--- src/design/uwt_pkg.sv ---
package uwt_pkg;

    localparam int DEF_ENTRIES = 128;

    localparam int OP_W   = 3;
    localparam int ID_W   = 32;
    localparam int SLOT_W = 7;
    localparam int ST_W   = 2;
    localparam int POS_W  = 7;
    localparam int VC_W   = 8;

    localparam logic [OP_W-1:0] OP_SEARCH = 3'd0;
    localparam logic [OP_W-1:0] OP_ADD    = 3'd1;
    localparam logic [OP_W-1:0] OP_DELETE = 3'd2;
    localparam logic [OP_W-1:0] OP_READ   = 3'd3;
    localparam logic [OP_W-1:0] OP_CLEAR  = 3'd4;

    localparam logic [ST_W-1:0] ST_OK        = 2'd0;
    localparam logic [ST_W-1:0] ST_NOT_FOUND = 2'd1;
    localparam logic [ST_W-1:0] ST_DUP       = 2'd2;

    typedef struct packed {
        logic load;
        logic scan;
        logic fetch;
        logic finish;
    } cmd_t;

    typedef struct packed {
        logic [OP_W-1:0] op;
        logic            scan_end;
        logic            hit;
        logic            free;
        logic            out_free;
    } sts_t;

endpackage

--- src/design/uwt_ctrl.sv ---
module uwt_ctrl
    import uwt_pkg::*;
(
    input  logic clk,
    input  logic rst_n,
    input  logic in_valid,
    output logic in_ready,
    input  sts_t sts,
    output cmd_t cmd
);

    typedef enum logic [5:0] {
        S_IDLE     = 6'b000001,
        S_DISPATCH = 6'b000010,
        S_SCAN     = 6'b000100,
        S_RESOLVE  = 6'b001000,
        S_FETCH    = 6'b010000,
        S_FINISH   = 6'b100000
    } state_t;

    state_t state_reg;
    state_t state_next;

    always_ff @(posedge clk or negedge rst_n)
    begin
        if (!rst_n)
        begin
            state_reg <= S_IDLE;
        end
        else
        begin
            state_reg <= state_next;
        end
    end

    always_comb
    begin
        state_next = state_reg;
        cmd        = '0;
        in_ready   = 1'b0;
        unique case (state_reg)
            S_IDLE:
            begin
                in_ready = 1'b1;
                if (in_valid)
                begin
                    cmd.load   = 1'b1;
                    state_next = S_DISPATCH;
                end
            end
            S_DISPATCH:
            begin
                unique case (sts.op)
                    OP_SEARCH, OP_ADD, OP_DELETE: state_next = S_SCAN;
                    OP_READ:                      state_next = S_FETCH;
                    default:                      state_next = S_FINISH;
                endcase
            end
            S_SCAN:
            begin
                cmd.scan = 1'b1;
                if (sts.scan_end)
                begin
                    state_next = S_RESOLVE;
                end
            end
            S_RESOLVE:
            begin
                // add with no match and no free slot needs the victim's id
                if (sts.op == OP_ADD && !sts.hit && !sts.free)
                begin
                    state_next = S_FETCH;
                end
                else
                begin
                    state_next = S_FINISH;
                end
            end
            S_FETCH:
            begin
                cmd.fetch  = 1'b1;
                state_next = S_FINISH;
            end
            S_FINISH:
            begin
                if (sts.out_free)
                begin
                    cmd.finish = 1'b1;
                    state_next = S_IDLE;
                end
            end
            default:
            begin
                state_next = S_IDLE;
            end
        endcase
    end

endmodule

--- config.mk ---
export PLATFORM = sky130hd
export DESIGN_NAME = uwt_ctrl
export DESIGN_NICKNAME = d
export VERILOG_FILES = /design/src/design/uwt_pkg.sv /design/src/design/uwt_ctrl.sv
export SDC_FILE = /design/constraint.sdc
export NUM_CORES = 1
export LEC_CHECK = 0
export ABC_CLOCK_PERIOD_IN_PS = 1400
export BUFFER_PORTS_ARGS = -buffer_cell sky130_fd_sc_hd__buf_2
export CORE_AREA = 2 2 39 41
export CTS_CLUSTER_SIZE = 10
export DETAILED_ROUTE_END_ITERATION = 12
export DIE_AREA = 0 0 41 43
export SKIP_LAST_GASP = 1
export SYNTH_ARGS = -nofsm -noshare
export SYNTH_HDL_FRONTEND = slang
export SYNTH_SLANG_ARGS = --single-unit
--- constraint.sdc ---
create_clock -name clk -period 1.4 [get_ports clk]
set_input_delay 0.14 -clock clk [delete_from_list [all_inputs] [get_ports clk]]
set_output_delay 0.14 -clock clk [all_outputs]
set_load 0.01 [all_outputs]
Word-level counts from Yosys, hierarchy flattened
Cells that the tools add are included.

storage, ports and cells
  bits of input ports = 10
  word-level logic and storage cells = 33
  register bits after elaboration = 6
  output and inout bits = 5

cells by class
  equal/unequal tests = 12
  muxes and demuxes = 13
  reduce and logical (&&, ||, !) cells = 7

operators by type and width
  operator                                                          number
  6-bit one-hot mux with 6 select lines                             1
  6-bit two-way mux                                                 4
  6-bit one-hot mux with 2 select lines                             1
  1-bit two-way mux                                                 7
  3-bit by 2-bit == test with 1-bit output (second input constant)  2
  6-bit by 1-bit == test with 1-bit output (second input constant)  1
  6-bit by 2-bit == test with 1-bit output (second input constant)  1
  6-bit by 3-bit == test with 1-bit output (second input constant)  1
  6-bit by 4-bit == test with 1-bit output (second input constant)  1
  6-bit by 5-bit == test with 1-bit output (second input constant)  1
  6-bit == test (second input constant)                             1
  2-bit inequality test (second input constant)                     3
  3-bit by 1-bit == test with 1-bit output (second input constant)  1
  3-bit logical NOT                                                 1
  3-bit AND reduction                                               1
  3-bit OR reduction                                                1
  1-bit logical AND                                                 2
  1-bit logical NOT                                                 2

Depth between registers and ports, before layout
Gate-level depths: netlist of the first run.

  word-level depth = 5
  depth in mapped cells = 4
  mapped depth without buffers = 4

Least setup slack after synthesis of the first run
OpenSTA, ideal clock, no wires.

  kind = register -> output
  from = register state_reg[0]
  to = output cmd[3] in the netlist's numbering
  required time = 1.260 ns
  cell stages (with the launch flop) = 3
  arrival = 1.058 ns
  path buffers = 0
  path slack = 0.202 ns
  cell sequence = dfstp_2 > and4b_1 > and2_1

RTL lines
  what                      line            source
  start: declaration        uwt_ctrl.sv:21  state_t state_reg;
  start signal: assignment  uwt_ctrl.sv:32  state_reg <= state_next;
  end: declaration          uwt_ctrl.sv:9   output cmd_t cmd

==> metrics, run 1 <==
Post-Route M1 WL=449 microns; Syn Std Cell Area=387 sq um; Num CTS Buffers=3; share of post-route cells with drive strength above 1=53.5%; fin util=44.8%; first-pass GRT wire length=1.63 mm; Tcrit/Tclk final=107%; maximum VDD drop=0.531 mV; DRC marker count from the first detailed-route iteration=11; Worst-path clk slew=50 ps; IO Pins=15; Synthesized Nets=54; H-tree Lvls=1; worst-path maximum fanout=4; CP Class=flip-flop to output pin; status=finished, violations left; largest net degree at the start of global routing=9; RSZ-0062 raised after global routing=yes; Pre-antenna DRT Iters=4; CP max stage delay=440 ps; Die W=41 microns; Final Skew=11.3 ps; DRC viols=0; worst setup margin=-92.7 ps; Starting Density=27.9%; Slew headroom=76.0%; post-synth top area share=32.4%; synth top area cells=dfrtp_1 32%, and4b_1 10%, dfstp_2 6.8%; DRT antenna net count=0; commonest cells after routing, fill and taps aside=14 x buf_2, 7 x buf_4, 5 x dfrtp_2, 4 x and4b_1; Tot GR Track Use=14.1%; CTS root buf=clkbuf_4; fraction of the yosys area taken by sequential cells=39.2%; die area=0.00176 sq mm; total of max-cap violations=0; total core area=between 0.001 and 0.0015 sq mm; Critical Path Source Type=flip-flop; DP Wirelength=661 microns; worst path buffer plus inverter count=1; clock sink count=6; Worst Max-Slew Pin Slew=357 ps; met3 wire len=92 microns; vias in the first global route=387; global route overflow=0; final hold vios=0; routed len/inst=13.6 microns; flip-flop count of the largest register after layout=6; Final Cell Area=slightly above 600 sq um; Mapped Avg Cell Area=8.79 sq um; synthesis-stage register bit count=6; Yosys top cell by area=dfrtp_1; routed vias/inst=5.20; DIE HEIGHT=approximately 43 microns; Fillers=142; crit path DAT=1350 ps; Area after DPL=477 sq um; Cell Rows=14; most common cell after layout, fill and taps aside=buf_2; ant diodes=0; synth warn=0; vias post-DR=~450; worst-path cell chain=nor2_4 -> and4b_1 -> and2_1 -> buf_2; violated checks=setup timing; critical path required time=between 1000 and 1500 ps; final net count=82; worst hold-check path type=input port to flip-flop; number of antenna violations at the first check in global routing=0; setup violators final=4; area delta synth->final=60.5%; unique cell type count in the Yosys netlist=20; GPL Wtd Cong=approximately 0.75; Max Slew Vio Count=0; Post-Route WL=1.18 mm; clk_lat worst skew=260 ps; CP top delay family=simple AND/OR/NAND/NOR gates; min Tclk post-route=approximately 1500 ps; Critical-path top delay cell=dfrtp_2; Achievable Freq=670 MHz; TritonCTS clock tree=built; pwr dens=~1600 mW/mm^2; CP endpoint kind=output pin; clock buffer depth=2; Leakage=0.000299 uW; I/O Buffers=14; Mapped Cells=44; highest metal used=met4; DR WL met2=590 microns
path summary, 6_finish.rpt:
check,from,to,slack [ps],cells past startpoint
hold / removal,sts[3],state_reg[2],80,2
min in group asynchronous,rst_n,state_reg[1],220,2
setup reg to reg,state_reg[0],state_reg[0],70,5
hold reg to reg,state_reg[5],state_reg[0],610,2
max in group asynchronous,rst_n,state_reg[0],950,2
setup / recovery,state_reg[2],cmd[3],-90,4
metal layers:
layer	global-route usage [%]	vias to the layer above
met2	21.6	26
met1	16.1	200
met4	8.00	0
met5	0	-
li1	-	221
met3	4.71	5
Yosys cell counts:
library cell	number
and2_1	3
nor2b_1	3
xor2_1	1
a21oi_1	2
and4b_1	4
o22ai_1	1
nand2_1	2
inv_1	3
nand3_1	3
nor4_1	1
o211ai_1	2
o2bb2ai_1	1
nand3b_1	1
nor2_2	1
o21ai_0	3
nor3_1	2
a221oi_2	1
dfstp_2	1
nor2_1	4
dfrtp_1	5
kinds of logic (layout without fill, tap and decap cells):
logic type	count (synthesis)	after routing	share of synthesized area [%]
buf+inv	3	30	2.91
simple gates	24	24	37.5
xor+xnor	1	1	2.27
flops	6	6	39.2
compound gates	10	10	18.1
metrics by stage:
step | std cells | power (uW) | setup WS [ps] | hold slack (ps) | setup TNS, ps
detailed placement | 74 | 608 | 138 | -33.7 | 0
global route | 87 | 1040 | -170 | 97.1 | -520
floorplan | 44 | 512 | 202 | -156 | 0
finish | 87 | 972 | -92.7 | 84.6 | -268
global placement | 74 | 613 | 129 | -34.8 | 0
CTS | 84 | 876 | -43.8 | 99.8 | -64.8
cell type report:
cell class / instances / area [sq um] / area share (%)
Multi-Input combinational cell: 35 / 262 / 42.1
Sequential cell: 6 / 158 / 25.4
Timing Repair Buffer: 23 / 144 / 23.2
Clock buffer: 4 / 26.3 / 4.23
Tap cell: 16 / 20.0 / 3.23
Inverter: 3 / 11.3 / 1.81
where the power goes:
group	switching [uW]	leakage [uW]	internal (uW)	total (uW)
Sequential	67.1	0.0000711	230	297
Combinational	224	0.000212	266	489
Clock	76.7	0.0000150	109	186
Total	368	0.000299	604	972
timing repair:
action,in CTS,in global routing
setup buffers,5,3
hold buffers,1,0
setup endpoints to repair,4,6
pin swaps,1,8
gates resized for setup,5,9
hold endpoints to repair,6,0
Power figures use the tool's default switching activity.
==> inputs of run 2 (changes only) <==
==> constraint.sdc (replaced) <==
create_clock -name clk -period 1.4 [get_ports clk]
set_input_delay 0.07 -clock clk [delete_from_list [all_inputs] [get_ports clk]]
set_output_delay 0.07 -clock clk [all_outputs]
set_load 0.01 [all_outputs]
==> run 2 against run 1 <==
Compared with the run above: the run still ends with setup timing left; sequential power is 2% higher; cell count is 5.7% lower; flip-flop and latch count stayed put; largest cell class unchanged.
==> metrics, run 2 (synthesized netlist as in run 1, its figures left out) <==
status=finished, violations left; violated checks=setup timing; Cell Rows=14 (unchanged); CP max stage delay=600 ps (+160 ps); fin util=40.2% (-4.6 points); clock sink count=6 (unchanged); clock buffer depth=2 (unchanged); total core area=0.00138 sq mm (unchanged); routed len/inst=11.7 microns (-14%); Die W=41 microns (unchanged); Num CTS Buffers=3 (unchanged); clk_lat worst skew=250 ps (about the same); Final Skew=6.77 ps (-4.53 ps); Post-Route WL=956 microns (-19%); final hold vios=0 (unchanged); worst-path cell chain=and4b_1 -> and2_1 -> buf_2; setup violators final=1 (-3); die area=0.00176 sq mm (unchanged); DIE HEIGHT=43 microns (unchanged); Net Sw Frac=37.4% (-0.39 points); TritonCTS clock tree=built; Tcrit/Tclk final=101% (-6.0 points); combinational share of power=43.2% (-7.2 points); pre-CTS WS=168 ps (+30.6 ps); Critical Path Source Type=flip-flop; ant diodes=0 (unchanged); Seq pwr share=35.0% (+4.4 points); Leakage=0.000271 uW (-9.2%); CP Class=flip-flop to output pin; total of max-cap violations=0 (unchanged); routed vias/inst=5.12 (-1.4%); global route overflow=0 (unchanged); Tot GR Track Use=13.5% (-0.56 points); Pre-antenna DRT Iters=4 (unchanged); Critical-path top delay cell=dfstp_2; Clock Power Share=21.8% (+2.7 points); DRC marker count from the first detailed-route iteration=9 (-2); vias post-DR=420 (-7.1%); IO Pins=15 (unchanged); overall power=868 uW (-11%); worst setup margin=-8.87 ps (+83.8 ps); final net count=77 (-6.1%); most common cell after layout, fill and taps aside=buf_2; area delta synth->final=44.0%; GPL Wtd Cong=0.773 (+3.2%); DRT antenna net count=0 (unchanged); Worst-path clk slew=50 ps (about the same); DP Wirelength=703 microns (+6.3%); worst-path maximum fanout=7 (+3); Max Slew Vio Count=0 (unchanged); worst hold-check path type=input port to flip-flop; share of post-route cells with drive strength above 1=42.4% (-11 points); Starting Density=27.9% (unchanged); Achievable Freq=710 MHz (+5.9%); commonest cells after routing, fill and taps aside=14 x buf_2, 4 x and4b_1; Worst Max-Slew Pin Slew=323 ps (-34.0 ps); RSZ-0062 raised after global routing=yes; flip-flop count of the largest register after layout=6 (unchanged); I/O Buffers=14 (unchanged); first-pass GRT wire length=1.57 mm (-3.8%); DRC viols=0 (unchanged); maximum VDD drop=0.475 mV (-10%); pwr dens=1560 mW/mm^2 (-0.48%); largest net degree at the start of global routing=9 (unchanged); crit path DAT=1340 ps (about the same); switching pwr=325 uW (-12%); CP endpoint kind=output pin; vias in the first global route=370 (-4.4%); min Tclk post-route=1410 ps (-83.8 ps); CTS root buf=clkbuf_4; critical path required time=1330 ps (+70 ps); number of antenna violations at the first check in global routing=0 (unchanged); Slew headroom=78.3% (+2.3 points); cell internal pwr=543 uW (-10%); H-tree Lvls=1 (unchanged)
==> run 2: final cells by class <==
| type | instances | area, sq um |
|---|---|---|
| Tap cell | 16 | 20.0 |
| Timing Repair Buffer | 18 | 103 |
| Multi-Input combinational cell | 35 | 241 |
| Fill cell | 146 | 827 |
| Inverter | 3 | 11.3 |
| Sequential cell | 6 | 155 |
| Clock buffer | 4 | 26.3 |
==> run 2: metal layers <==
layer  track usage, %  up-vias  wire length [microns]
met3             3.14        2                     52
met1             17.2      194                    454
met2             19.7       18                    434
met5                0        -                      0
li1                 -      206                      -
met4             8.00        0                     14
==> run 2: worst max-delay path, delay by kind of cell (launching register included) <==
kind | cells | cell delay, ps
buf+inv | 1 | 120
flops | 1 | 600
simple gates | 2 | 380
==> run 2: final timing paths <==
kind | depth (start not counted) | to | slack, ps | start
setup / recovery | 3 | cmd[3] | -9 | state_reg[0]
hold / removal | 2 | state_reg[2] | 30 | sts[3]
setup reg to reg | 4 | state_reg[0] | 120 | state_reg[1]
hold reg to reg | 2 | state_reg[0] | 650 | state_reg[5]
max in group asynchronous | 2 | state_reg[0] | 1000 | rst_n
min in group asynchronous | 2 | state_reg[1] | 170 | rst_n
==> run 2: what timing repair did <==
action | in CTS | in global routing
resized for setup | 3 | 4
setup endpoints to repair | 2 | 2
hold buffers | 1 | 0
endpoints found under the hold margin | 6 | 0
pin swaps | 1 | 4
setup buffers | 1 | 2
==> run 2: power groups by stage <==
stage	clock, uW	combinational, uW	sequential [uW]
after floorplan	0	235	276
after global placement	0	315	294
after detailed placement	0	313	294
after CTS	191	353	300
after global routing	198	428	308
final	189	375	303
==> run 2: stage by stage <==
step                instance area [sq um]  hold slack (ps)  std cells  setup TNS (ps)
finish                                557             31.6         82           -8.87
global route                          557             55.4         82            -190
CTS                                   533             36.9         80          -0.720
detailed placement                    477            -92.9         74               0
global placement                      477            -97.0         74               0
floorplan                             387             -226         44               0
==> inputs of run 3 (changes only) <==
==> constraint.sdc (replaced) <==
create_clock -name clk -period 1.4 [get_ports clk]
set_input_delay 0.07 -clock clk [delete_from_list [all_inputs] [get_ports clk]]
set_output_delay 0.07 -clock clk [all_outputs]
set_load 0.02 [all_outputs]
==> run 3 against run 2 <==
Compared with the run above: worst hold slack improved by 17 ps; maximum frequency decreased by 0.62%; first-iteration DRC count increased by 44%; clock skew decreased by 5.2 ps; critical path depth increased by 1; the run still ends with setup timing left; highest routed layer is now met3; clock power decreased by 11%; combinational power increased by 38%; flip-flop and latch count unchanged; design area increased by 8.3%; setup slack got worse by 8.9 ps; die area unchanged; sequential power about the same; critical endpoint is now cmd[1].
==> metrics, run 3 (synthesized netlist as in run 1, its figures left out) <==
clk_lat worst skew=240 ps (about the same); first-pass GRT wire length=1.63 mm (+4.0%); Cell Rows=14 (unchanged); area taken by multi-input logic gates=251 sq um (+4.1%); Pre-antenna DRT Iters=3 (-1); Tcrit/Tclk final=101% (+0.63 points); IO Pins=15 (unchanged); DRC viols=0 (unchanged); FF+latch area=154 sq um (-0.81%); routed vias/inst=4.79 (-6.5%); Num CTS Buffers=3 (unchanged); Leakage=0.000291 uW (+7.3%); overall power=989 uW (+14%); critical path required time=1330 ps (about the same); total of max-cap violations=0 (unchanged); CTS root buf=clkbuf_4; most common cell after layout, fill and taps aside=buf_2; worst-path maximum fanout=4 (-3); Worst-path clk slew=40 ps (about the same); Achievable Freq=705 MHz (-0.62%); RR Startpoint=state_reg[4]; Area after DPL=477 sq um (unchanged); Worst Max-Slew Pin Slew=325 ps (+1.40 ps); DP Wirelength=712 microns (+1.3%); hold_sp=sts[3]; RSZ-0062 raised after global routing=yes; clock buffer depth=2 (unchanged); final hold vios=0 (unchanged); worst hold-check path type=input port to flip-flop; worst path buffer plus inverter count=2 (+1); Slew headroom=78.2% (-0.094 points); worst-path cell chain=nor2_2 -> buf_4 -> and4b_1 -> buf_6; Tot GR Track Use=14.3% (+0.79 points); commonest cells after routing, fill and taps aside=11 x buf_2, 7 x buf_4; worst setup margin=-17.7 ps (-8.86 ps); DIE HEIGHT=43 microns (unchanged); largest net degree at the start of global routing=9 (unchanged); DRC marker count from the first detailed-route iteration=13 (+4); TritonCTS clock tree=built; Final Skew=1.61 ps (-5.17 ps); crit path DAT=1350 ps (about the same); area delta synth->final=56.0%; Starting Density=27.9% (unchanged); Die W=41 microns (unchanged); Max Slew Vio Count=0 (unchanged); global route overflow=0 (unchanged); vias in the first global route=401 (+8.4%); die area=0.00176 sq mm (unchanged); I/O Buffers=14 (unchanged); Critical-path top delay cell=dfrtp_1; fin util=43.6% (+3.3 points); Critical Path Source Type=flip-flop; total core area=0.00138 sq mm (unchanged); CP Launch Point=state_reg[3]; CP max stage delay=400 ps (-200 ps); min Tclk post-route=1420 ps (+8.86 ps); CP endpoint kind=output pin; routed len/inst=11.9 microns (+1.9%); clock sink count=6 (unchanged); number of antenna violations at the first check in global routing=0 (unchanged); pwr dens=1640 mW/mm^2 (+5.3%); final net count=80 (+3.9%); CP Class=flip-flop to output pin; status=finished, violations left; violated checks=setup timing; CP top delay family=simple AND/OR/NAND/NOR gates; setup violators final=3 (+2); vias post-DR=407 (-3.1%); H-tree Lvls=1 (unchanged); GPL Wtd Cong=0.723 (-6.4%); flip-flop count of the largest register after layout=6 (unchanged); Post-Route WL=1.01 mm (+5.6%); share of post-route cells with drive strength above 1=47.8% (+5.4 points); Final Cell Area=603 sq um (+8.3%); DRT antenna net count=0 (unchanged); ant diodes=0 (unchanged); Fillers=148 (+1.4%); maximum VDD drop=0.605 mV (+27%)
## run 3: power breakdown
group / total [uW] / leakage [uW] / switching (uW) / internal, uW
registers: 302 / 0.0000761 / 74.0 / 228
logic: 519 / 0.000200 / 233 / 286
clock network: 168 / 0.0000150 / 60.1 / 108
## run 3: through the flow
| step | hold WS [ps] | worst slack, ps | TNS, ps | std cells |
|---|---|---|---|---|
| after floorplan | -226 | 118 | 0 | 44 |
| after global placement | -104 | 146 | 0 | 74 |
| after detailed placement | -104 | 155 | 0 | 74 |
| after CTS | 44.5 | -4.26 | -8.07 | 84 |
| after global routing | 30.5 | -105 | -367 | 85 |
| final | 48.5 | -17.7 | -26.3 | 85 |
## run 3: final timing paths
| kind | cells past startpoint | to | slack [ps] |
|---|---|---|---|
| worst max-delay path | 4 | cmd[1] | -20 |
| worst min-delay path | 2 | state_reg[2] | 50 |
| worst max register to register | 6 | state_reg[0] | 0 |
| worst min register to register | 3 | state_reg[2] | 690 |
| max in group asynchronous | 2 | state_reg[0] | 1010 |
| min in group asynchronous | 2 | state_reg[5] | 180 |
## run 3: what timing repair did
action,4_1_cts,5_1_grt
setup endpoints to repair,3,5
endpoints found under the hold margin,6,0
resized for setup,5,9
pin swaps,2,6
hold buffers,1,0
setup buffers,5,1
## run 3: layer usage
| metal | wire [microns] | part of all wire (%) | vias up | GRT usage (%) |
|---|---|---|---|---|
| li1 | - | - | 215 | - |
| met1 | 428 | 42 | 179 | 16.2 |
| met2 | 516 | 51 | 13 | 22.2 |
| met3 | 65 | 6.4 | 0 | 9.42 |
| met4 | 0 | 0 | 0 | 2.00 |
| met5 | 0 | 0 | - | 0 |
## run 3: layout make-up
| class | instances | share of cell area (%) |
|---|---|---|
| inverters | 3 | 1.87 |
| repair buffers | 21 | 23.2 |
| multi-input cells | 35 | 41.7 |
| clock buffers | 4 | 4.36 |
| well taps | 16 | 3.32 |
| flip-flops and latches | 6 | 25.5 |
## run 3: worst reg2reg max path: stages, from the launching register on
cell and delay [ps]:
dfrtp_2 440, nor2_4 60, and4b_2 250, buf_4 140, buf_4 120, a221oi_2 240, nor2_1 80
